## src/rtl/sobel_edge_magnitude_rgb_defines.svh

```systemverilog
// assertion macros shared by the sobel edge block
// expects clk and rst_n in the scope of each use
`ifndef SOBEL_EDGE_MAGNITUDE_RGB_DEFINES_SVH
`define SOBEL_EDGE_MAGNITUDE_RGB_DEFINES_SVH
`ifndef NO_ASSERTIONS
`define SOBEL_ASSERT_NOW(lbl, ante, cons) \
  lbl: assert property (@(posedge clk) disable iff (!rst_n) (ante) |-> (cons)) \
    else $error("sobel: same-cycle check failed");
`define SOBEL_ASSERT_NEXT(lbl, ante, cons) \
  lbl: assert property (@(posedge clk) disable iff (!rst_n) (ante) |=> (cons)) \
    else $error("sobel: next-cycle check failed");
`else
`define SOBEL_ASSERT_NOW(lbl, ante, cons)
`define SOBEL_ASSERT_NEXT(lbl, ante, cons)
`endif
`endif

```

## src/rtl/sobel_pkg.sv

```systemverilog
// types, constants and helpers for the sobel edge magnitude block
// no dependencies
package sobel_pkg;

  localparam int DEF_MAX_WIDTH  = 1024;
  localparam int DEF_MAX_HEIGHT = 4096;

  localparam int FRAME_WIDTH_W  = 11;
  localparam int FRAME_HEIGHT_W = 13;
  localparam int CFG_DATA_W     = 13;

  localparam logic [FRAME_WIDTH_W-1:0]  FRAME_WIDTH_RESET  = 11'd1024;
  localparam logic [FRAME_HEIGHT_W-1:0] FRAME_HEIGHT_RESET = 13'd768;

  // squared magnitudes above 255*255+255 round to 255 or more
  localparam logic [20:0] CLAMP_SQ = 21'd65280;
  localparam logic [7:0]  PIX_MAX  = 8'd255;

  localparam logic REG_FRAME_WIDTH  = 1'b0;
  localparam logic REG_FRAME_HEIGHT = 1'b1;

  localparam logic CMD_PIXEL = 1'b0;
  localparam logic CMD_DRAIN = 1'b1;

  localparam int PIX_W = 24;
  localparam int ROW_PAIR_W = 2 * PIX_W;

  typedef logic [PIX_W-1:0] pix_t;
  // [row][col], col 0 is the leftmost
  typedef pix_t [2:0][2:0] win_t;

  typedef enum logic [2:0] {
    ST_IDLE,
    ST_PIX_RD,
    ST_SHIFT,
    ST_DRN_RD,
    ST_CALC,
    ST_PUSH
  } ctrl_state_t;

  typedef enum logic [2:0] {
    PH_IDLE,
    PH_GRAD,
    PH_SQX,
    PH_SQY,
    PH_SUM,
    PH_ROOT,
    PH_NEXT,
    PH_DONE
  } edge_phase_t;

  typedef struct packed {
    logic start;
  } edge_req_t;

  typedef struct packed {
    logic       busy;
    logic       done;
    logic [7:0] red;
    logic [7:0] green;
    logic [7:0] blue;
  } edge_rsp_t;

  typedef struct packed {
    logic [7:0] red;
    logic [7:0] green;
    logic [7:0] blue;
    logic       last_of_step;
    logic       end_of_frame;
  } out_beat_t;

  function automatic logic [7:0] chan_sel(input pix_t p, input logic [1:0] ch);
    logic [7:0] v;
    case (ch)
      2'd0:    v = p[23:16];
      2'd1:    v = p[15:8];
      default: v = p[7:0];
    endcase
    return v;
  endfunction

endpackage

```

## src/rtl/sobel_in_if.sv

```systemverilog
// input pixel channel of the sobel edge block
// depends on nothing
interface sobel_in_if;
  logic       valid;
  logic       ready;
  logic       cmd;
  logic [7:0] in_red;
  logic [7:0] in_green;
  logic [7:0] in_blue;

  modport source (output valid, cmd, in_red, in_green, in_blue, input ready);
  modport sink   (input valid, cmd, in_red, in_green, in_blue, output ready);
endinterface

```

## src/rtl/sobel_out_if.sv

```systemverilog
// result channel of the sobel edge block
// depends on nothing
interface sobel_out_if;
  logic       valid;
  logic       ready;
  logic [7:0] edge_red;
  logic [7:0] edge_green;
  logic [7:0] edge_blue;
  logic       last_of_step;
  logic       end_of_frame;

  modport source (output valid, edge_red, edge_green, edge_blue, last_of_step,
                  end_of_frame, input ready);
  modport sink   (input valid, edge_red, edge_green, edge_blue, last_of_step,
                  end_of_frame, output ready);
endinterface

```

## src/rtl/sobel_ctrl.sv

```systemverilog
// item sequencer: counters, window, line buffer read-modify-write, output register
// depends on sobel_pkg, the channel interfaces and the defines header
`include "sobel_edge_magnitude_rgb_defines.svh"

module sobel_ctrl #(
  parameter int MAX_WIDTH  = sobel_pkg::DEF_MAX_WIDTH,
  parameter int MAX_HEIGHT = sobel_pkg::DEF_MAX_HEIGHT,
  localparam int IW = $clog2(MAX_WIDTH),
  localparam int WW = $clog2(MAX_WIDTH + 1),
  localparam int HW = $clog2(MAX_HEIGHT + 1)
) (
  input  logic                             clk,
  input  logic                             rst_n,
  input  logic [WW-1:0]                    eff_w,
  input  logic [HW-1:0]                    eff_h,
  sobel_in_if.sink                         in_bus,
  sobel_out_if.source                      out_bus,
  output logic                             mem_rd_en,
  output logic [IW-1:0]                    mem_rd_addr,
  input  logic [sobel_pkg::ROW_PAIR_W-1:0] mem_rd_data,
  output logic                             mem_wr_en,
  output logic [IW-1:0]                    mem_wr_addr,
  output logic [sobel_pkg::ROW_PAIR_W-1:0] mem_wr_data,
  output sobel_pkg::win_t                  win,
  output sobel_pkg::edge_req_t             req,
  input  sobel_pkg::edge_rsp_t             rsp
);

  sobel_pkg::ctrl_state_t state_r, state_nxt;

  logic [IW-1:0] col_count_r, col_count_nxt;
  logic [HW-1:0] row_count_r, row_count_nxt;
  logic [IW-1:0] drain_count_r, drain_count_nxt;
  logic          out_valid_r, out_valid_nxt;

  sobel_pkg::win_t      window_r, window_nxt;
  sobel_pkg::pix_t      pix_r, pix_nxt;
  sobel_pkg::out_beat_t out_data_r, out_data_nxt;
  logic [IW-1:0] col_r, col_nxt;
  logic [IW-1:0] d_r, d_nxt;
  logic [1:0]    rd_cnt_r, rd_cnt_nxt;
  logic          row_ge1_r, row_ge1_nxt, row_ge2_r, row_ge2_nxt;
  logic          emit1_r, emit1_nxt, emit2_r, emit2_nxt;
  logic          last_r, last_nxt, eof_r, eof_nxt, pend2_r, pend2_nxt;

  logic          in_ready, accept, out_free;
  logic          frame_done, end_row, drain_go;
  logic [IW-1:0] colc;
  logic [HW-1:0] rowc;
  logic [WW-1:0] col_p1, drain_p1, dr_p1;
  logic [1:0]    dcol;
  logic          dcol_ok;
  sobel_pkg::pix_t top_pix, mid_pix;

  assign frame_done = row_count_r >= eff_h;
  assign colc       = frame_done ? '0 : col_count_r;
  assign rowc       = frame_done ? '0 : row_count_r;
  assign col_p1     = WW'(colc) + WW'(1);
  assign end_row    = col_p1 >= eff_w;
  assign drain_p1   = WW'(drain_count_r) + WW'(1);
  assign drain_go   = frame_done && (WW'(drain_count_r) < eff_w);
  assign dr_p1      = WW'(d_r) + WW'(1);
  assign accept     = in_bus.valid && in_ready;
  assign out_free   = !out_valid_r || out_bus.ready;

  // line buffer word: older row above, newer row below
  assign top_pix = row_ge2_r ? mem_rd_data[sobel_pkg::ROW_PAIR_W-1:sobel_pkg::PIX_W] : '0;
  assign mid_pix = row_ge1_r ? mem_rd_data[sobel_pkg::PIX_W-1:0] : '0;

  assign dcol    = rd_cnt_r - 2'd1;
  assign dcol_ok = (dcol == 2'd0) ? (d_r != '0) :
                   (dcol == 2'd1) ? 1'b1 : (dr_p1 < eff_w);

  always_comb begin
    state_nxt = state_r;
    unique case (state_r)
      sobel_pkg::ST_IDLE: begin
        if (accept) begin
          if (in_bus.cmd == sobel_pkg::CMD_PIXEL) state_nxt = sobel_pkg::ST_PIX_RD;
          else if (drain_go)                     state_nxt = sobel_pkg::ST_DRN_RD;
        end
      end
      sobel_pkg::ST_PIX_RD: begin
        if (emit1_r)      state_nxt = sobel_pkg::ST_CALC;
        else if (emit2_r) state_nxt = sobel_pkg::ST_SHIFT;
        else              state_nxt = sobel_pkg::ST_IDLE;
      end
      sobel_pkg::ST_SHIFT:  state_nxt = sobel_pkg::ST_CALC;
      sobel_pkg::ST_DRN_RD: if (rd_cnt_r == 2'd3) state_nxt = sobel_pkg::ST_CALC;
      sobel_pkg::ST_CALC:   if (rsp.done) state_nxt = sobel_pkg::ST_PUSH;
      sobel_pkg::ST_PUSH: begin
        if (out_free) state_nxt = pend2_r ? sobel_pkg::ST_SHIFT : sobel_pkg::ST_IDLE;
      end
      default: state_nxt = sobel_pkg::ST_IDLE;
    endcase
  end

  always_comb begin
    in_ready    = state_r == sobel_pkg::ST_IDLE;
    mem_rd_en   = 1'b0;
    mem_rd_addr = colc;
    mem_wr_en   = 1'b0;
    mem_wr_addr = col_r;
    mem_wr_data = {mid_pix, pix_r};
    req.start   = 1'b0;
    unique case (state_r)
      sobel_pkg::ST_IDLE: begin
        mem_rd_en = accept && (in_bus.cmd == sobel_pkg::CMD_PIXEL);
      end
      sobel_pkg::ST_PIX_RD: begin
        mem_wr_en = 1'b1;
        req.start = emit1_r;
      end
      sobel_pkg::ST_SHIFT: req.start = 1'b1;
      sobel_pkg::ST_DRN_RD: begin
        // columns d-1, d, d+1 of both stored rows
        mem_rd_en   = rd_cnt_r != 2'd3;
        mem_rd_addr = IW'(d_r + IW'(rd_cnt_r) - IW'(1));
        req.start   = rd_cnt_r == 2'd3;
      end
      default: ;
    endcase
  end

  always_comb begin
    col_count_nxt   = col_count_r;
    row_count_nxt   = row_count_r;
    drain_count_nxt = drain_count_r;
    out_valid_nxt   = out_valid_r;
    window_nxt      = window_r;
    pix_nxt         = pix_r;
    out_data_nxt    = out_data_r;
    col_nxt         = col_r;
    d_nxt           = d_r;
    rd_cnt_nxt      = rd_cnt_r;
    row_ge1_nxt     = row_ge1_r;
    row_ge2_nxt     = row_ge2_r;
    emit1_nxt       = emit1_r;
    emit2_nxt       = emit2_r;
    last_nxt        = last_r;
    eof_nxt         = eof_r;
    pend2_nxt       = pend2_r;

    if (out_valid_r && out_bus.ready) out_valid_nxt = 1'b0;

    unique case (state_r)
      sobel_pkg::ST_IDLE: begin
        if (accept && (in_bus.cmd == sobel_pkg::CMD_PIXEL)) begin
          pix_nxt         = {in_bus.in_red, in_bus.in_green, in_bus.in_blue};
          col_nxt         = colc;
          row_ge1_nxt     = rowc != '0;
          row_ge2_nxt     = (HW+1)'(rowc) >= (HW+1)'(2);
          emit1_nxt       = (rowc != '0) && (colc != '0);
          emit2_nxt       = (rowc != '0) && end_row;
          eof_nxt         = 1'b0;
          col_count_nxt   = end_row ? '0 : IW'(col_p1);
          row_count_nxt   = end_row ? rowc + HW'(1) : rowc;
          drain_count_nxt = frame_done ? '0 : drain_count_r;
        end else if (accept && drain_go) begin
          d_nxt      = drain_count_r;
          rd_cnt_nxt = 2'd0;
          eof_nxt    = drain_p1 == eff_w;
          if (drain_p1 >= eff_w) begin
            col_count_nxt   = '0;
            row_count_nxt   = '0;
            drain_count_nxt = '0;
          end else begin
            drain_count_nxt = IW'(drain_p1);
          end
        end
      end
      sobel_pkg::ST_PIX_RD: begin
        // first column of a row starts from an empty window
        if (col_r == '0) window_nxt = '0;
        for (int i = 0; i < 3; i++) begin
          window_nxt[i][0] = (col_r == '0) ? '0 : window_r[i][1];
          window_nxt[i][1] = (col_r == '0) ? '0 : window_r[i][2];
        end
        window_nxt[0][2] = top_pix;
        window_nxt[1][2] = mid_pix;
        window_nxt[2][2] = pix_r;
        last_nxt  = !emit2_r;
        pend2_nxt = emit1_r && emit2_r;
      end
      sobel_pkg::ST_SHIFT: begin
        for (int i = 0; i < 3; i++) begin
          window_nxt[i][0] = window_r[i][1];
          window_nxt[i][1] = window_r[i][2];
          window_nxt[i][2] = '0;
        end
        last_nxt  = 1'b1;
        pend2_nxt = 1'b0;
      end
      sobel_pkg::ST_DRN_RD: begin
        rd_cnt_nxt = rd_cnt_r + 2'd1;
        if (rd_cnt_r != 2'd0) begin
          window_nxt[0][dcol] = dcol_ok ? mem_rd_data[sobel_pkg::ROW_PAIR_W-1:sobel_pkg::PIX_W]
                                        : '0;
          window_nxt[1][dcol] = dcol_ok ? mem_rd_data[sobel_pkg::PIX_W-1:0] : '0;
          window_nxt[2][dcol] = '0;
        end
        last_nxt  = 1'b1;
        pend2_nxt = 1'b0;
      end
      sobel_pkg::ST_PUSH: begin
        if (out_free) begin
          out_valid_nxt             = 1'b1;
          out_data_nxt.red          = rsp.red;
          out_data_nxt.green        = rsp.green;
          out_data_nxt.blue         = rsp.blue;
          out_data_nxt.last_of_step = last_r;
          out_data_nxt.end_of_frame = eof_r;
        end
      end
      default: ;
    endcase
  end

  always_ff @(posedge clk) begin
    if (!rst_n) begin
      state_r       <= sobel_pkg::ST_IDLE;
      col_count_r   <= '0;
      row_count_r   <= '0;
      drain_count_r <= '0;
      out_valid_r   <= 1'b0;
      window_r      <= '0;
    end else begin
      state_r       <= state_nxt;
      col_count_r   <= col_count_nxt;
      row_count_r   <= row_count_nxt;
      drain_count_r <= drain_count_nxt;
      out_valid_r   <= out_valid_nxt;
      window_r      <= window_nxt;
    end
  end

  always_ff @(posedge clk) begin
    pix_r      <= pix_nxt;
    out_data_r <= out_data_nxt;
    col_r      <= col_nxt;
    d_r        <= d_nxt;
    rd_cnt_r   <= rd_cnt_nxt;
    row_ge1_r  <= row_ge1_nxt;
    row_ge2_r  <= row_ge2_nxt;
    emit1_r    <= emit1_nxt;
    emit2_r    <= emit2_nxt;
    last_r     <= last_nxt;
    eof_r      <= eof_nxt;
    pend2_r    <= pend2_nxt;
  end

  assign win                  = window_r;
  assign in_bus.ready         = in_ready;
  assign out_bus.valid        = out_valid_r;
  assign out_bus.edge_red     = out_data_r.red;
  assign out_bus.edge_green   = out_data_r.green;
  assign out_bus.edge_blue    = out_data_r.blue;
  assign out_bus.last_of_step = out_data_r.last_of_step;
  assign out_bus.end_of_frame = out_data_r.end_of_frame;

  `SOBEL_ASSERT_NOW(a_start_free, req.start, !rsp.busy)
  `SOBEL_ASSERT_NOW(a_accept_quiet, in_bus.valid && in_bus.ready, !rsp.busy)
  `SOBEL_ASSERT_NEXT(a_done_push, (state_r == sobel_pkg::ST_CALC) && rsp.done, state_r == sobel_pkg::ST_PUSH)
  `SOBEL_ASSERT_NOW(a_no_write_busy, mem_wr_en, !rsp.busy && (state_r == sobel_pkg::ST_PIX_RD))

endmodule
```

## src/flat_wrapper.sv

```systemverilog
// flat-port wrapper written by rule: the top's interface ports become plain ports
module sobel_ctrl_flat 
#(
  parameter int MAX_WIDTH  = sobel_pkg::DEF_MAX_WIDTH,
  parameter int MAX_HEIGHT = sobel_pkg::DEF_MAX_HEIGHT,
  localparam int IW = $clog2(MAX_WIDTH),
  localparam int WW = $clog2(MAX_WIDTH + 1),
  localparam int HW = $clog2(MAX_HEIGHT + 1)
)
  (clk, rst_n, eff_w, eff_h, mem_rd_en, mem_rd_addr, mem_rd_data, mem_wr_en, mem_wr_addr, mem_wr_data, win, req, rsp, in_bus_valid, in_bus_cmd, in_bus_in_red, in_bus_in_green, in_bus_in_blue, in_bus_ready, out_bus_valid, out_bus_edge_red, out_bus_edge_green, out_bus_edge_blue, out_bus_last_of_step, out_bus_end_of_frame, out_bus_ready);
  sobel_in_if in_bus_i ();
  sobel_out_if out_bus_i ();
  input  logic clk;
  input  logic rst_n;
  input  logic [WW-1:0] eff_w;
  input  logic [HW-1:0] eff_h;
  output logic mem_rd_en;
  output logic [IW-1:0] mem_rd_addr;
  input  logic [sobel_pkg::ROW_PAIR_W-1:0] mem_rd_data;
  output logic mem_wr_en;
  output logic [IW-1:0] mem_wr_addr;
  output logic [sobel_pkg::ROW_PAIR_W-1:0] mem_wr_data;
  output sobel_pkg::win_t win;
  output sobel_pkg::edge_req_t req;
  input  sobel_pkg::edge_rsp_t rsp;
  input wire logic [$bits(in_bus_i.valid)-1:0] in_bus_valid;
  input wire logic [$bits(in_bus_i.cmd)-1:0] in_bus_cmd;
  input wire logic [$bits(in_bus_i.in_red)-1:0] in_bus_in_red;
  input wire logic [$bits(in_bus_i.in_green)-1:0] in_bus_in_green;
  input wire logic [$bits(in_bus_i.in_blue)-1:0] in_bus_in_blue;
  output wire logic [$bits(in_bus_i.ready)-1:0] in_bus_ready;
  output wire logic [$bits(out_bus_i.valid)-1:0] out_bus_valid;
  output wire logic [$bits(out_bus_i.edge_red)-1:0] out_bus_edge_red;
  output wire logic [$bits(out_bus_i.edge_green)-1:0] out_bus_edge_green;
  output wire logic [$bits(out_bus_i.edge_blue)-1:0] out_bus_edge_blue;
  output wire logic [$bits(out_bus_i.last_of_step)-1:0] out_bus_last_of_step;
  output wire logic [$bits(out_bus_i.end_of_frame)-1:0] out_bus_end_of_frame;
  input wire logic [$bits(out_bus_i.ready)-1:0] out_bus_ready;
  assign in_bus_i.valid = in_bus_valid;
  assign in_bus_i.cmd = in_bus_cmd;
  assign in_bus_i.in_red = in_bus_in_red;
  assign in_bus_i.in_green = in_bus_in_green;
  assign in_bus_i.in_blue = in_bus_in_blue;
  assign in_bus_ready = in_bus_i.ready;
  assign out_bus_valid = out_bus_i.valid;
  assign out_bus_edge_red = out_bus_i.edge_red;
  assign out_bus_edge_green = out_bus_i.edge_green;
  assign out_bus_edge_blue = out_bus_i.edge_blue;
  assign out_bus_last_of_step = out_bus_i.last_of_step;
  assign out_bus_end_of_frame = out_bus_i.end_of_frame;
  assign out_bus_i.ready = out_bus_ready;
  sobel_ctrl #(.MAX_WIDTH(MAX_WIDTH), .MAX_HEIGHT(MAX_HEIGHT)) u_core (.clk(clk), .rst_n(rst_n), .eff_w(eff_w), .eff_h(eff_h), .in_bus(in_bus_i), .out_bus(out_bus_i), .mem_rd_en(mem_rd_en), .mem_rd_addr(mem_rd_addr), .mem_rd_data(mem_rd_data), .mem_wr_en(mem_wr_en), .mem_wr_addr(mem_wr_addr), .mem_wr_data(mem_wr_data), .win(win), .req(req), .rsp(rsp));
endmodule
```

## config.mk

```make
export PLATFORM = sky130hd
export DESIGN_NAME = sobel_ctrl_flat
export DESIGN_NICKNAME = d
export VERILOG_FILES = /design/src/rtl/sobel_pkg.sv /design/src/rtl/sobel_in_if.sv /design/src/rtl/sobel_out_if.sv /design/src/rtl/sobel_ctrl.sv /design/src/flat_wrapper.sv
export VERILOG_INCLUDE_DIRS = /design/src /design/src/rtl
export SDC_FILE = /design/constraint.sdc
export NUM_CORES = 1
export LEC_CHECK = 0
export ABC_AREA = 0
export BUFFER_PORTS_ARGS = -buffer_cell sky130_fd_sc_hd__buf_2
export CAP_MARGIN = 20
export CORE_MARGIN = 2
export CORE_UTILIZATION = 48
export CTS_CLUSTER_SIZE = 20
export DETAILED_ROUTE_END_ITERATION = 8
export PLACE_DENSITY = 0.85
export SLEW_MARGIN = 20
export SYNTH_ARGS = -nofsm -noshare
export SYNTH_HDL_FRONTEND = slang
export SYNTH_SLANG_ARGS = --single-unit
export TNS_END_PERCENT = 1
```

## constraint.sdc

```tcl
create_clock -name clk -period 5.2 [get_ports clk]
set_input_delay 1.04 -clock clk [delete_from_list [all_inputs] [get_ports clk]]
set_output_delay 1.04 -clock clk [all_outputs]
set_load 0.01 [all_outputs]
```

# After elaboration in Yosys (flattened, before gate mapping)
# Index checks and enable logic that the tools add are counted.
[totals] wordCells=157 register_bits=332 input_bits=127 out_inout_bits=315
[op_classes] n_reduce_logical=34 bitwise_logic=4 n_eq_ne=18 muxes=55 magnitude_cmp=8 addsub=8
[ops] op="216-bit one-hot mux with 3 select lines" count=1
[ops] op="24-bit 2-to-1 mux" count=11
[ops] op="216-bit 2-to-1 mux" count=1
[ops] op="72-bit bitwise mux" count=2
[ops] op="10-bit 2-to-1 mux" count=10
[ops] op="72-bit bitwise AND" count=1
[ops] op="72-bit NOT" count=1
[ops] op="13-bit 2-to-1 mux" count=5
[ops] op="24-bit demux with 2-bit select" count=1
[ops] op="10-bit by 1-bit adder with 11-bit output (second input constant)" count=3
[ops] op="11-bit greater-or-equal comparator" count=2
[ops] op="3-bit 2-to-1 mux" count=7
[ops] op="10-bit nonzero test" count=2
[ops] op="3-bit one-hot mux with 6 select lines" count=1
[ops] op="13-bit by 1-bit adder with 13-bit output (second input constant)" count=1
[ops] op="13-bit greater-or-equal comparator" count=1
[ops] op="13-bit by 2-bit greater-or-equal comparator with 1-bit output (second input constant)" count=1
[ops] op="13-bit nonzero test" count=1
[ops] op="3-bit AND reduction" count=4
[ops] op="11-bit == test" count=1
[ops] op="10-bit by 11-bit less-than comparator with 1-bit output" count=1
[ops] op="11-bit less-than comparator" count=1
[ops] op="10-bit by 2-bit adder with 10-bit output" count=1
[ops] op="10-bit logical NOT" count=1
[ops] op="other kinds (29)" count=66

# Logic depth before layout (Yosys ltp)
# Gate-level depths: netlist of run 1.
[logic_depth] ltp_word=9 mapped_depth=24 ltp_nobuf=20

# Least setup slack after synthesis of run 1
# No wires, ideal clock.
[synth_timing] kind="input-to-reg" startpoint="in eff_h[8]" endpoint="reg u_core.row_count_r[11]" t_required_ns=5.083 path_buffers=3 setup_time_ns=0.117 slack_ns=0.172 stages=23 t_arrival_ns=4.910 cell_sequence="inv_1 -> ha_1 -> a211oi_1 -> o211ai_1 -> a211oi_2 -> or2b_1 -> buf_2 -> buf_2 -> nand2_1 -> inv_1 -> ha_1 -> clkbuf_1 -> nand3_1 -> xor2_1 -> nor2_1 -> ha_1 -> nand3_1 -> nor3b_1 -> nand2_1 -> a31oi_1 -> and4_1 -> o21bai_1 -> a32o_1"
[synth_via] elab_chain_len=6 elab_cells_between_ends=12 cone_classes="add/sub (2); order compare (2); mux (4); reduce/logical (4)"
[synth_lines] item="start, declared" line="flat_wrapper.sv:16" rtl="input logic [HW-1:0] eff_h;"
[synth_lines] item="13-bit greater-or-equal comparator" line="sobel_ctrl.sv:55" rtl="assign frame_done = row_count_r >= eff_h;"
[synth_lines] item="10-bit 2-to-1 mux" line="sobel_ctrl.sv:56" rtl="assign colc = frame_done ? '0 : col_count_r;"
[synth_lines] item="via u_core.colc[1]" line="sobel_ctrl.sv:48" rtl="logic [IW-1:0] colc;"
[synth_lines] item="10-bit by 1-bit adder with 11-bit output" line="sobel_ctrl.sv:58" rtl="assign col_p1 = WW'(colc) + WW'(1);"
[synth_lines] item="11-bit greater-or-equal comparator" line="sobel_ctrl.sv:59" rtl="assign end_row = col_p1 >= eff_w;"
[synth_lines] item="13-bit 2-to-1 mux" line="sobel_ctrl.sv:157" rtl="row_count_nxt = end_row ? rowc + HW'(1) : rowc;"
[synth_lines] item="13-bit 2-to-1 mux" line="sobel_ctrl.sv:148" rtl="if (accept && (in_bus.cmd == sobel_pkg::CMD_PIXEL)) begin"
[synth_lines] item="end signal, assigned" line="sobel_ctrl.sv:230" rtl="row_count_r <= row_count_nxt;"
[synth_lines] item="end, declared" line="sobel_ctrl.sv:32" rtl="logic [HW-1:0] row_count_r, row_count_nxt;"
# The timed path passes the listed nets, and every way through them passes these cells.
# A chain may end at the register's enable or synchronous reset.

# Worst setup path in the final report of run 1
[layout_timing] startpoint="reg u_core.rd_cnt_r[1]" endpoint="out mem_rd_addr[9]"
[layout_via] elab_chain_len=3
[layout_lines] item="start, declared" line="sobel_ctrl.sv:41" rtl="logic [1:0] rd_cnt_r, rd_cnt_nxt;"
[layout_lines] item="start signal, assigned" line="sobel_ctrl.sv:242" rtl="rd_cnt_r <= rd_cnt_nxt;"
[layout_lines] item="10-bit by 2-bit adder with 10-bit output" line="sobel_ctrl.sv:118" rtl="mem_rd_addr = IW'(d_r + IW'(rd_cnt_r) - IW'(1));"
[layout_lines] item="10-bit by 1-bit subtractor with 10-bit output" line="sobel_ctrl.sv:118"
[layout_lines] item="10-bit 2-to-1 mux" line="sobel_ctrl.sv:106" rtl="unique case (state_r)"
[layout_lines] item="end, declared" line="flat_wrapper.sv:18" rtl="output logic [IW-1:0] mem_rd_addr;"
# Every way passes these cells.

==> run_summary.xml, run 1 <==
<?xml version="1.0" encoding="UTF-8"?>
<metrics>
  <group name="routing">
    <metric name="detailroute.via_count" unit="">15800</metric>
    <metric name="wl" unit="um">55100</metric>
    <metric name="ant_nets" unit="">0</metric>
    <metric name="detailedRoute.firstIterationViolations" unit="">1814</metric>
    <metric name="route.detailed.drc" unit="">0</metric>
    <metric name="drtPass1Iterations" unit="">5</metric>
    <metric name="post_drt_wl_per_cell" unit="um">21.8</metric>
    <metric name="viasPerCell" unit="">6.24</metric>
  </group>
  <group name="placement">
    <metric name="detailed_place.area" unit="sq um">18400</metric>
    <metric name="number_of_port_buffers" unit="">440</metric>
    <metric name="routabilityCongestion" unit="">0.886</metric>
    <metric name="dp.cells" unit="">2467</metric>
    <metric name="detailed_place_hpwl" unit="um">36400</metric>
  </group>
  <group name="global_routing">
    <metric name="grt_start_max_net_pins" unit="">125</metric>
    <metric name="first_pass_grt_wire_length" unit="um">81800</metric>
    <metric name="overflow" unit="">0</metric>
    <metric name="antenna_found_initial" unit="">5</metric>
    <metric name="grt_pass1_vias" unit="">14700</metric>
    <metric name="global_route.usage.total" unit="%">29.8</metric>
  </group>
  <group name="synthesis">
    <metric name="ys_dominant_reg_cell" unit="">sky130_fd_sc_hd__dfxtp_1</metric>
    <metric name="flip_flop_and_latch_count_after_synthesis" unit="">332</metric>
    <metric name="synth-seq-area-share" unit="%">46.8</metric>
    <metric name="synth_area" unit="sq um">15900</metric>
    <metric name="syn-num-nets" unit="">1903</metric>
    <metric name="synth-edff-count" unit="">79</metric>
    <metric name="synth_cells" unit="">1687</metric>
    <metric name="yosys_warning_total" unit="">0</metric>
    <metric name="per_instance_average_area_after_synthesis" unit="sq um">9.41</metric>
    <metric name="synth.lib_cells_used.distinct" unit="">67</metric>
    <metric name="async_reset_ff_share" unit="%">0</metric>
  </group>
  <group name="finish">
    <metric name="syn_to_final_growth" unit="%">23.3</metric>
    <metric name="area_of_all_placed_cells_without_fillers" unit="sq um">19600</metric>
    <metric name="layoutNonFillerInstCount" unit="">2534</metric>
    <metric name="num-nets-final" unit="">2280</metric>
    <metric name="post-route-util" unit="%">60.2</metric>
    <metric name="drive_above_1_share" unit="%">25.9</metric>
  </group>
  <group name="clock_network">
    <metric name="cts.path.max_buffers" unit="">3</metric>
    <metric name="cts_made_buffers" unit="">37</metric>
    <metric name="worst_skew_pair.late_latency" unit="ps">530</metric>
    <metric name="h_tree_depth" unit="">2</metric>
    <metric name="clock-root-buffer" unit="">sky130_fd_sc_hd__clkbuf_16</metric>
    <metric name="post_cts_hold_buffer_count" unit="">0</metric>
    <metric name="cts.reportedPaths.clkPinSlew" unit="ps">60</metric>
    <metric name="cts_repair_resize_count" unit="">0</metric>
    <metric name="cts_num_sinks" unit="">332</metric>
    <metric name="post-cts-setup-buffer-count" unit="">0</metric>
    <metric name="clock_tree_from_tritoncts" unit="">done</metric>
  </group>
  <group name="sta">
    <metric name="timing_worst_slew_pin_value" unit="ps">1190</metric>
    <metric name="slew_viol_final" unit="">0</metric>
    <metric name="final.period_utilization" unit="%">88.3</metric>
    <metric name="timing.slew.headroom" unit="%">20.7</metric>
    <metric name="achievable-frequency" unit="GHz">0.218</metric>
    <metric name="skew" unit="ps">23.9</metric>
    <metric name="fin_hold_ws" unit="ps">446</metric>
    <metric name="final_setup_tns" unit="ps">0</metric>
    <metric name="unrepaired_setup_endpoints_after_global_routing" unit="">false</metric>
    <metric name="finalWorstPathRequiredPeriod" unit="ps">4590</metric>
    <metric name="finalHoldViolations" unit="">0</metric>
    <metric name="final-setup-viol-count" unit="">0</metric>
  </group>
  <group name="worst_setup_path">
    <metric name="worst-r2r-setup-slack" unit="ps">870</metric>
    <metric name="criticalPathCategory" unit="">flop to primary output</metric>
    <metric name="worstPathArrival" unit="ps">3550</metric>
    <metric name="worstPathRequired" unit="ps">4160</metric>
    <metric name="worst-path-max-fanout" unit="">3</metric>
    <metric name="cp-end-kind" unit="">primary output</metric>
    <metric name="timing.critical_path.from_type" unit="">flop</metric>
  </group>
  <group name="floorplan">
    <metric name="rows" unit="">66</metric>
    <metric name="die_w" unit="um">186</metric>
    <metric name="starting_density" unit="%">48.8</metric>
    <metric name="design.die.area" unit="sq um">34600</metric>
    <metric name="die-height" unit="um">186</metric>
    <metric name="boundaryPins" unit="">442</metric>
    <metric name="placeableCoreArea" unit="sq um">32500</metric>
  </group>
  <group name="status">
    <metric name="outcome" unit="">complete, no violations</metric>
  </group>
  <group name="pwr">
    <metric name="maximum_vdd_ir_drop" unit="mV">0.327</metric>
    <metric name="p_per_area" unit="nW/um^2">506</metric>
    <metric name="leakagePower" unit="nW">8.56</metric>
  </group>
  <group name="min_path">
    <metric name="hp-class" unit="">flop to flop</metric>
  </group>
  <group name="job">
    <metric name="max-cap-violations" unit="">0</metric>
  </group>
</metrics>
## worst paths after layout
check                                                    to             startpoint  cells past startpoint
worst max-delay path                         mem_rd_addr[9]     u_core.rd_cnt_r[1]                     14
worst min-delay path            u_core.out_bus.last_of_step          u_core.last_r                      0
worst max register to register        u_core.row_count_r[4]  u_core.row_count_r[8]                     20
worst min register to register  u_core.out_bus.last_of_step          u_core.last_r                      0
## sequential cells by signal, summed over array words and instances (netlist names)
name,flops
u_core.state_r,3
u_core.row_ge1_r,1
u_core.pend2_r,1
u_core.win,216
u_core.emit1_r,1
u_core.drain_count_r,10
u_core.last_r,1
u_core.row_ge2_r,1
u_core.d_r,10
u_core.emit2_r,1
u_core.out_bus.last_of_step,1
u_core.eof_r,1
u_core.col_count_r,10
u_core.out_bus.edge_red,8
u_core.row_count_r,13
u_core.out_bus.end_of_frame,1
u_core.out_bus.valid,1
u_core.pix_r,24
u_core.mem_wr_addr,10
u_core.out_bus.edge_blue,8
u_core.rd_cnt_r,2
u_core.out_bus.edge_green,8
## per-stage QoR
stage | setup WS [ps] | power [W]
4_1_cts | 620 | 0.00984
3_3_place_gp | 353 | 0.00709
3_5_place_dp | 263 | 0.00724
6_report | 607 | 0.00991
5_1_grt | 391 | 0.0104
2_1_floorplan | 172 | 0.00583
## Yosys cell counts (3+ instances only)
library cell               instances  area (sq um)
sky130_fd_sc_hd__nand2_1         154           578
sky130_fd_sc_hd__edfxtp_1         79          2370
sky130_fd_sc_hd__o21bai_1          7          52.6
sky130_fd_sc_hd__and3_1           19           119
sky130_fd_sc_hd__clkbuf_1         89           334
sky130_fd_sc_hd__a21oi_1         181           906
sky130_fd_sc_hd__o21ai_1           4          20.0
sky130_fd_sc_hd__and4_1            4          35.0
sky130_fd_sc_hd__and2_1           38           238
sky130_fd_sc_hd__a22oi_1          73           548
sky130_fd_sc_hd__o221ai_1         24           210
sky130_fd_sc_hd__dfxtp_1         253          5060
sky130_fd_sc_hd__a221oi_1         98           858
sky130_fd_sc_hd__o211ai_1          4          30.0
sky130_fd_sc_hd__a41oi_1           3          26.3
sky130_fd_sc_hd__ha_1             88          1100
sky130_fd_sc_hd__nand3b_1          9          67.6
sky130_fd_sc_hd__or4b_1            3          30.0
sky130_fd_sc_hd__xnor2_1          15           131
sky130_fd_sc_hd__a211o_1           3          26.3
sky130_fd_sc_hd__inv_1            58           218
sky130_fd_sc_hd__nor2_1           31           116
sky130_fd_sc_hd__a21o_1           11          82.6
sky130_fd_sc_hd__o21ai_0         127           636
sky130_fd_sc_hd__nor4_1            8          50.1
sky130_fd_sc_hd__buf_2            32           160
sky130_fd_sc_hd__xor2_1           15           131
sky130_fd_sc_hd__a22o_1           33           289
sky130_fd_sc_hd__nand3_1          50           250
sky130_fd_sc_hd__nor2b_1          77           482
sky130_fd_sc_hd__nand4_1           8          50.1
sky130_fd_sc_hd__mux2i_1           3          30.0
sky130_fd_sc_hd__a211oi_1          6          45.0
sky130_fd_sc_hd__nor3_1           11          55.1
sky130_fd_sc_hd__o22ai_1           8          50.1
sky130_fd_sc_hd__buf_1             5          18.8
sky130_fd_sc_hd__a21boi_0          4          30.0
sky130_fd_sc_hd__a31oi_1           6          37.5
sky130_fd_sc_hd__nand2b_1          9          56.3
## cell type report
| class | instances | area, sq um |
|---|---|---|
| Timing Repair Buffer | 466 | 2400 |
| Tap cell | 442 | 553 |
| Sequential cell | 332 | 7440 |
| Clock inverter | 11 | 135 |
| Clock buffer | 52 | 1040 |
| Inverter | 61 | 230 |
| Antenna cell | 4 | 10.0 |
| Fill cell | 2786 | 13000 |
| Multi-Input combinational cell | 1166 | 7770 |
## metal layers
| layer | global-route usage (%) | wire [um] | up-vias |
|---|---|---|---|
| met5 | 0 | 13 | - |
| met4 | 13.6 | 2190 | 2 |
| met3 | 6.26 | 5640 | 172 |
| met2 | 48.4 | 26100 | 1030 |
| met1 | 38.1 | 21200 | 7578 |
| li1 | - | - | 7033 |
## placed cells by master, fill, tap and decap left out, types with 9 or more instances in the layout
cell type,n
sky130_fd_sc_hd__buf_2,439
sky130_fd_sc_hd__dfxtp_1,253
sky130_fd_sc_hd__a21oi_1,181
sky130_fd_sc_hd__nand2_1,153
sky130_fd_sc_hd__o21ai_0,127
sky130_fd_sc_hd__a221oi_1,98
sky130_fd_sc_hd__ha_1,88
sky130_fd_sc_hd__edfxtp_1,79
sky130_fd_sc_hd__nor2b_1,77
sky130_fd_sc_hd__a22oi_1,73
sky130_fd_sc_hd__inv_1,58
sky130_fd_sc_hd__nand3_1,50
sky130_fd_sc_hd__clkbuf_16,39
sky130_fd_sc_hd__and2_1,36
sky130_fd_sc_hd__a22o_1,33
sky130_fd_sc_hd__nor2_1,28
sky130_fd_sc_hd__buf_4,26
sky130_fd_sc_hd__o221ai_1,24
sky130_fd_sc_hd__and3_1,17
sky130_fd_sc_hd__xor2_1,15
sky130_fd_sc_hd__xnor2_1,15
sky130_fd_sc_hd__nor3_1,11
sky130_fd_sc_hd__a21o_1,11
sky130_fd_sc_hd__clkbuf_1,11
sky130_fd_sc_hd__nand3b_1,9
## where the power goes
part	switching (W)	internal, W
Combinational	0.00219	0.00121
Clock	0.00105	0.00155
Sequential	0.000597	0.00331
## kinds of logic (layout without fill, tap and decap cells)
family          after synthesis  in the layout  share of synthesized area (%)
other cells                   0              4                              0
mux                           4              4                          0.260
xor+xnor                     31             31                           1.76
compound gates              613            613                           25.4
simple gates                429            429                           13.9
flops                       332            332                           46.8
fa+ha+maj                    89             89                           7.06
buf+inv                     189            590                           4.77
## critical path: stages (launching register included)
cell and delay, ps:
sky130_fd_sc_hd__edfxtp_1 410, sky130_fd_sc_hd__inv_1 190, sky130_fd_sc_hd__ha_1 260, sky130_fd_sc_hd__inv_1 60, sky130_fd_sc_hd__ha_1 160, sky130_fd_sc_hd__inv_1 50, sky130_fd_sc_hd__fa_1 400, sky130_fd_sc_hd__o21bai_1 150
sky130_fd_sc_hd__a21oi_1 110, sky130_fd_sc_hd__o21bai_1 190, sky130_fd_sc_hd__a2111oi_0 130, sky130_fd_sc_hd__a211oi_1 280, sky130_fd_sc_hd__xor2_1 320, sky130_fd_sc_hd__o21ai_0 130, sky130_fd_sc_hd__buf_2 170
No activity file was read; power rests on OpenSTA's default activity.
==> run 2, diff against run 1 <==
--- a/config.mk
+++ b/config.mk
@@ -8,11 +8,11 @@
 export LEC_CHECK = 0
 export ABC_AREA = 0
 export BUFFER_PORTS_ARGS = -buffer_cell sky130_fd_sc_hd__buf_2
-export CAP_MARGIN = 20
 export CORE_MARGIN = 2
 export CORE_UTILIZATION = 48
 export CTS_CLUSTER_SIZE = 20
 export DETAILED_ROUTE_END_ITERATION = 8
+export HOLD_SLACK_MARGIN = 0.1
 export PLACE_DENSITY = 0.85
 export SLEW_MARGIN = 20
 export SYNTH_ARGS = -nofsm -noshare
==> constraint.sdc (replaced) <==
create_clock -name clk -period 5.2 [get_ports clk]
set_input_delay 0.78 -clock clk [delete_from_list [all_inputs] [get_ports clk]]
set_output_delay 0.78 -clock clk [all_outputs]
set_load 0.01 [all_outputs]
==> run_summary.xml, run 2 (synthesis results as in run 1) <==
<?xml version="1.0" encoding="UTF-8"?>
<metrics>
  <group name="routing">
    <metric name="viasPerCell" unit="">6.23</metric>
    <metric name="post_drt_wl_per_cell" unit="um">21.3</metric>
    <metric name="drtPass1Iterations" unit="">6</metric>
    <metric name="ant_nets" unit="">0</metric>
    <metric name="wl" unit="um">53800</metric>
    <metric name="detailedRoute.firstIterationViolations" unit="">1725</metric>
    <metric name="route.detailed.drc" unit="">0</metric>
    <metric name="detailroute.via_count" unit="">15700</metric>
  </group>
  <group name="worst_setup_path">
    <metric name="timing.rr.start" unit="">u_core.row_count_r[2]</metric>
    <metric name="r2r-end" unit="">u_core.row_count_r[4]</metric>
    <metric name="criticalPathCategory" unit="">flop to flop</metric>
    <metric name="timing.critical_path.from_type" unit="">flop</metric>
    <metric name="cp-end-kind" unit="">flop</metric>
    <metric name="timing.critical_path.from" unit="">u_core.row_count_r[2]</metric>
    <metric name="worstPathArrival" unit="ps">5080</metric>
    <metric name="worstPathRequired" unit="ps">5600</metric>
    <metric name="worst-path-max-fanout" unit="">11</metric>
    <metric name="number_of_cells_on_the_worst_reg_to_reg_path" unit="">20</metric>
    <metric name="worst-r2r-setup-slack" unit="ps">520</metric>
  </group>
  <group name="floorplan">
    <metric name="design.die.area" unit="sq um">34600</metric>
    <metric name="starting_density" unit="%">48.8</metric>
    <metric name="boundaryPins" unit="">442</metric>
    <metric name="placeableCoreArea" unit="sq um">32500</metric>
    <metric name="die-height" unit="um">186</metric>
    <metric name="rows" unit="">66</metric>
    <metric name="die_w" unit="um">186</metric>
  </group>
  <group name="sta">
    <metric name="final-setup-viol-count" unit="">0</metric>
    <metric name="skew" unit="ps">16.0</metric>
    <metric name="final_setup_tns" unit="ps">0</metric>
    <metric name="finalWorstPathRequiredPeriod" unit="ps">4680</metric>
    <metric name="timing.slew.headroom" unit="%">23.5</metric>
    <metric name="fin_hold_ws" unit="ps">423</metric>
    <metric name="finalHoldViolations" unit="">0</metric>
    <metric name="unrepaired_setup_endpoints_after_global_routing" unit="">false</metric>
    <metric name="slew_viol_final" unit="">0</metric>
    <metric name="timing_worst_slew_pin_value" unit="ps">1150</metric>
    <metric name="achievable-frequency" unit="GHz">0.214</metric>
    <metric name="final.period_utilization" unit="%">90.0</metric>
  </group>
  <group name="pwr">
    <metric name="finalPower" unit="W">0.00980</metric>
    <metric name="p_per_area" unit="nW/um^2">503</metric>
    <metric name="leakagePower" unit="nW">8.50</metric>
    <metric name="maximum_vdd_ir_drop" unit="mV">0.455</metric>
  </group>
  <group name="clock_network">
    <metric name="h_tree_depth" unit="">2</metric>
    <metric name="cts.reportedPaths.clkPinSlew" unit="ps">60</metric>
    <metric name="cts_made_buffers" unit="">36</metric>
    <metric name="post_cts_hold_buffer_count" unit="">0</metric>
    <metric name="worst_skew_pair.late_latency" unit="ps">520</metric>
    <metric name="cts_num_sinks" unit="">332</metric>
    <metric name="post-cts-setup-buffer-count" unit="">0</metric>
    <metric name="clock_tree_from_tritoncts" unit="">done</metric>
    <metric name="clock-root-buffer" unit="">sky130_fd_sc_hd__clkbuf_16</metric>
    <metric name="cts.path.max_buffers" unit="">3</metric>
    <metric name="cts_repair_resize_count" unit="">0</metric>
  </group>
  <group name="job">
    <metric name="max-cap-violations" unit="">0</metric>
  </group>
  <group name="global_routing">
    <metric name="overflow" unit="">0</metric>
    <metric name="grt_start_max_net_pins" unit="">126</metric>
    <metric name="antenna_found_initial" unit="">4</metric>
    <metric name="first_pass_grt_wire_length" unit="um">80100</metric>
    <metric name="grt_pass1_vias" unit="">14300</metric>
    <metric name="global_route.usage.total" unit="%">29.3</metric>
  </group>
  <group name="finish">
    <metric name="layout.cells.most_common" unit="">sky130_fd_sc_hd__buf_2</metric>
    <metric name="layout_common_cells" unit="">439 x sky130_fd_sc_hd__buf_2, 253 x sky130_fd_sc_hd__dfxtp_1, 181 x sky130_fd_sc_hd__a21oi_1</metric>
    <metric name="layoutNonFillerInstCount" unit="">2527</metric>
    <metric name="largest_reg_flops" unit="">216</metric>
    <metric name="post-route-util" unit="%">59.9</metric>
    <metric name="num-nets-final" unit="">2272</metric>
    <metric name="syn_to_final_growth" unit="%">22.7</metric>
    <metric name="drive_above_1_share" unit="%">25.7</metric>
    <metric name="n_fill_cell" unit="">2726</metric>
  </group>
  <group name="min_path">
    <metric name="hp-class" unit="">flop to flop</metric>
    <metric name="worstHoldPathCells" unit="">0</metric>
    <metric name="hold_start" unit="">u_core.last_r</metric>
    <metric name="hold-path-endpoint" unit="">u_core.out_bus.last_of_step</metric>
  </group>
  <group name="placement">
    <metric name="routabilityCongestion" unit="">0.895</metric>
    <metric name="dp.cells" unit="">2460</metric>
    <metric name="detailed_place_hpwl" unit="um">35900</metric>
    <metric name="number_of_port_buffers" unit="">440</metric>
  </group>
  <group name="status">
    <metric name="outcome" unit="">complete, no violations</metric>
  </group>
</metrics>
-- run 2: worst max-delay path by stage --
stage,end,cells after the start
after floorplan,u_core.row_count_r[11],23
after global placement,u_core.row_count_r[4],22
after detailed placement,u_core.row_count_r[4],22
after CTS,u_core.row_count_r[4],20
after global routing,u_core.row_count_r[4],20
final,u_core.row_count_r[4],20
-- run 2: worst max-delay path, cell delays in order, from the launching register on --
cell and delay [ps]:
sky130_fd_sc_hd__dfxtp_1 490, sky130_fd_sc_hd__ha_1 310, sky130_fd_sc_hd__a21oi_1 140, sky130_fd_sc_hd__o21ai_0 120, sky130_fd_sc_hd__a211oi_2 460, sky130_fd_sc_hd__or2b_1 250, sky130_fd_sc_hd__nand2_1 140, sky130_fd_sc_hd__inv_1 120
sky130_fd_sc_hd__ha_1 330, sky130_fd_sc_hd__nand3_1 140, sky130_fd_sc_hd__xor2_1 160, sky130_fd_sc_hd__nor2_1 80, sky130_fd_sc_hd__ha_1 350, sky130_fd_sc_hd__nand3_1 100, sky130_fd_sc_hd__nor3b_1 220, sky130_fd_sc_hd__nand2_1 150
sky130_fd_sc_hd__a31oi_1 200, sky130_fd_sc_hd__buf_4 210, sky130_fd_sc_hd__nand3_1 110, sky130_fd_sc_hd__and3_1 210, sky130_fd_sc_hd__a211o_1 260
-- run 2: stage by stage --
step / setup slack [ps] / instance area (sq um)
after floorplan: 432 / 15900
after global routing: 138 / 19500
after CTS: 582 / 19500
final: 521 / 19500
after detailed placement: 207 / 18300
after global placement: 323 / 18300
-- run 2: area by class of cell --
| class | instances | area [sq um] | share of cell area (%) |
|---|---|---|---|
| inverters | 61 | 229 | 1.17 |
| clock inverters | 18 | 153 | 0.783 |
| diodes | 4 | 10.0 | 0.0514 |
| repair buffers | 459 | 2350 | 12.1 |
| multi-input cells | 1166 | 7770 | 39.9 |
| well taps | 442 | 553 | 2.84 |
| clock buffers | 45 | 987 | 5.07 |
| flip-flops and latches | 332 | 7440 | 38.2 |
-- run 2: layer usage --
metal / track usage, % / part of all wire [%] / wire, um / vias up
met5: 0 / 0.013 / 7 / -
met1: 38.1 / 39 / 20900 / 7549
li1: - / - / - / 7025
met4: 10.5 / 3.4 / 1800 / 2
met3: 6.50 / 10 / 5550 / 158
met2: 47.7 / 47 / 25500 / 1007
-- run 2: where the power goes --
group	internal, W	total, W	leakage, nW	switching, W
Clock	0.00145	0.00251	0.552	0.00106
Combinational	0.00121	0.00338	5.13	0.00217
Sequential	0.00331	0.00392	2.81	0.000608
Total	0.00597	0.00980	8.50	0.00383
==> run 3, diff against run 2 <==
--- a/config.mk
+++ b/config.mk
@@ -10,6 +10,7 @@
 export BUFFER_PORTS_ARGS = -buffer_cell sky130_fd_sc_hd__buf_2
 export CORE_MARGIN = 2
 export CORE_UTILIZATION = 48
+export CTS_BUF_LIST = sky130_fd_sc_hd__clkbuf_16
 export CTS_CLUSTER_SIZE = 20
 export DETAILED_ROUTE_END_ITERATION = 8
 export HOLD_SLACK_MARGIN = 0.1
==> run_summary.xml, run 3 (synthesis results as in run 1) <==
<?xml version="1.0" encoding="UTF-8"?>
<metrics>
  <group name="status">
    <metric name="outcome" unit="">complete, no violations</metric>
  </group>
  <group name="global_routing">
    <metric name="grt.met2_usage" unit="%">47.7</metric>
    <metric name="global_route.usage.met3" unit="%">6.50</metric>
    <metric name="grt-busiest-layer" unit="">met2</metric>
    <metric name="first_pass_grt_wire_length" unit="um">80100</metric>
    <metric name="grt_pass1_vias" unit="">14300</metric>
    <metric name="antenna_found_initial" unit="">4</metric>
    <metric name="global_route.usage.total" unit="%">29.3</metric>
    <metric name="m1_gr_usage" unit="%">38.1</metric>
    <metric name="grt_start_max_net_pins" unit="">126</metric>
    <metric name="overflow" unit="">0</metric>
  </group>
  <group name="finish">
    <metric name="layout.cells.most_common" unit="">sky130_fd_sc_hd__buf_2</metric>
    <metric name="layout_common_cells" unit="">439 x sky130_fd_sc_hd__buf_2, 253 x sky130_fd_sc_hd__dfxtp_1, 181 x sky130_fd_sc_hd__a21oi_1</metric>
    <metric name="largest_reg_flops" unit="">216</metric>
    <metric name="post-route-util" unit="%">59.9</metric>
    <metric name="drive_above_1_share" unit="%">25.7</metric>
    <metric name="syn_to_final_growth" unit="%">22.7</metric>
    <metric name="num-nets-final" unit="">2272</metric>
  </group>
  <group name="worst_setup_path">
    <metric name="longest_individual_stage_delay_on_the_worst_path" unit="ps">500</metric>
    <metric name="worst_path_max_delay_cell" unit="">sky130_fd_sc_hd__dfxtp_1</metric>
    <metric name="timing.critical_path.from_type" unit="">flop</metric>
    <metric name="worstPathRequired" unit="ps">5600</metric>
    <metric name="cp_cell_sequence" unit="">ha_1 -&gt; a21oi_1 -&gt; o21ai_0 -&gt; a211oi_2 -&gt; or2b_1 -&gt; nand2_1 -&gt; inv_1 -&gt; ha_1 -&gt; nand3_1 -&gt; xor2_1 -&gt; nor2_1 -&gt; ha_1 -&gt; nand3_1 -&gt; nor3b_1 -&gt; nand2_1 -&gt; a31oi_1 -&gt; buf_4 -&gt; nand3_1 -&gt; and3_1 -&gt; a211o_1</metric>
    <metric name="cp-end-kind" unit="">flop</metric>
    <metric name="worst-path-max-fanout" unit="">11</metric>
    <metric name="criticalPathCategory" unit="">flop to flop</metric>
    <metric name="worstPathArrival" unit="ps">5080</metric>
    <metric name="worst-r2r-setup-slack" unit="ps">520</metric>
  </group>
  <group name="clock_network">
    <metric name="post-cts-setup-buffer-count" unit="">0</metric>
    <metric name="worst_skew_pair.late_latency" unit="ps">520</metric>
    <metric name="cts_repair_resize_count" unit="">0</metric>
    <metric name="cts_num_sinks" unit="">332</metric>
    <metric name="clock-root-buffer" unit="">sky130_fd_sc_hd__clkbuf_16</metric>
    <metric name="clock_tree_from_tritoncts" unit="">done</metric>
    <metric name="cts_made_buffers" unit="">36</metric>
    <metric name="cts.path.max_buffers" unit="">3</metric>
    <metric name="cts.reportedPaths.clkPinSlew" unit="ps">60</metric>
    <metric name="post_cts_hold_buffer_count" unit="">0</metric>
    <metric name="h_tree_depth" unit="">2</metric>
  </group>
  <group name="sta">
    <metric name="unrepaired_setup_endpoints_after_global_routing" unit="">false</metric>
    <metric name="timing_worst_slew_pin_value" unit="ps">1140</metric>
    <metric name="achievable-frequency" unit="GHz">0.214</metric>
    <metric name="skew" unit="ps">15.6</metric>
    <metric name="slew_viol_final" unit="">0</metric>
    <metric name="timing.slew.headroom" unit="%">24.1</metric>
    <metric name="finalWorstPathRequiredPeriod" unit="ps">4680</metric>
    <metric name="final-setup-viol-count" unit="">0</metric>
    <metric name="final.period_utilization" unit="%">90.0</metric>
    <metric name="final_setup_tns" unit="ps">0</metric>
    <metric name="finalHoldViolations" unit="">0</metric>
  </group>
  <group name="placement">
    <metric name="number_of_port_buffers" unit="">440</metric>
    <metric name="routabilityCongestion" unit="">0.895</metric>
    <metric name="detailed_place_hpwl" unit="um">35900</metric>
  </group>
  <group name="floorplan">
    <metric name="rows" unit="">66</metric>
    <metric name="placeableCoreArea" unit="sq um">32500</metric>
    <metric name="boundaryPins" unit="">442</metric>
    <metric name="die_w" unit="um">186</metric>
    <metric name="die-height" unit="um">186</metric>
    <metric name="starting_density" unit="%">48.8</metric>
    <metric name="design.die.area" unit="sq um">34600</metric>
  </group>
  <group name="routing">
    <metric name="viasPerCell" unit="">6.22</metric>
    <metric name="route.detailed.drc" unit="">0</metric>
    <metric name="detailedRoute.firstIterationViolations" unit="">1656</metric>
    <metric name="drtPass1Iterations" unit="">6</metric>
    <metric name="detailroute.via_count" unit="">15700</metric>
    <metric name="ant_nets" unit="">0</metric>
    <metric name="wl" unit="um">53900</metric>
    <metric name="post_drt_wl_per_cell" unit="um">21.3</metric>
  </group>
  <group name="pwr">
    <metric name="leakagePower" unit="nW">8.52</metric>
    <metric name="p_per_area" unit="nW/um^2">502</metric>
    <metric name="maximum_vdd_ir_drop" unit="mV">0.460</metric>
  </group>
  <group name="min_path">
    <metric name="hp-class" unit="">flop to flop</metric>
  </group>
  <group name="job">
    <metric name="max-cap-violations" unit="">0</metric>
  </group>
</metrics>
-- run 3: critical path: cells and delay by family, from the launching register on --
family | cells | cell delay (ps)
xor+xnor | 1 | 170
compound gates | 5 | 1170
fa+ha+maj | 3 | 1000
buf+inv | 2 | 330
flops | 1 | 500
simple gates | 9 | 1390
-- run 3: report_power, final --
group	internal, W	switching (W)	leakage, nW
registers	0.00331	0.000608	2.81
clock network	0.00142	0.00106	0.571
logic	0.00121	0.00217	5.13
-- run 3: path summary, 6_finish.rpt --
kind / endpoint / cells after the start / start
setup / recovery: u_core.row_count_r[4] / 20 / u_core.row_count_r[2]
hold / removal: u_core.out_bus.last_of_step / 0 / u_core.last_r
setup reg to reg: u_core.row_count_r[4] / 20 / u_core.row_count_r[2]
hold reg to reg: u_core.out_bus.last_of_step / 0 / u_core.last_r
-- run 3: area by class of cell --
| class | instances | area [sq um] |
|---|---|---|
| fillers | 2728 | 13100 |
| multi-input cells | 1166 | 7770 |
| flip-flops and latches | 332 | 7440 |
| repair buffers | 459 | 2350 |
| clock buffers | 38 | 951 |
| well taps | 442 | 553 |
| inverters | 61 | 229 |
| clock inverters | 25 | 179 |
| diodes | 3 | 7.51 |
-- run 3: through the flow --
stage / setup slack (ps) / hold WS [ps] / std cells / area [sq um] / total power [W]
5_1_grt: 138 / 417 / 2525 / 19500 / 0.0103
2_1_floorplan: 432 / 400 / 1687 / 15900 / 0.00583
6_report: 520 / 423 / 2526 / 19500 / 0.00978
3_5_place_dp: 207 / 408 / 2460 / 18300 / 0.00723
3_3_place_gp: 323 / 409 / 2460 / 18300 / 0.00709
4_1_cts: 581 / 418 / 2523 / 19400 / 0.00971
-- run 3: routing by layer --
metal,wire [um],part of all wire [%],up-vias
met3,5570,10,144
met2,25600,48,1007
met1,21000,39,7540
met4,1710,3.2,2
met5,7,0.013,-
li1,-,-,7025
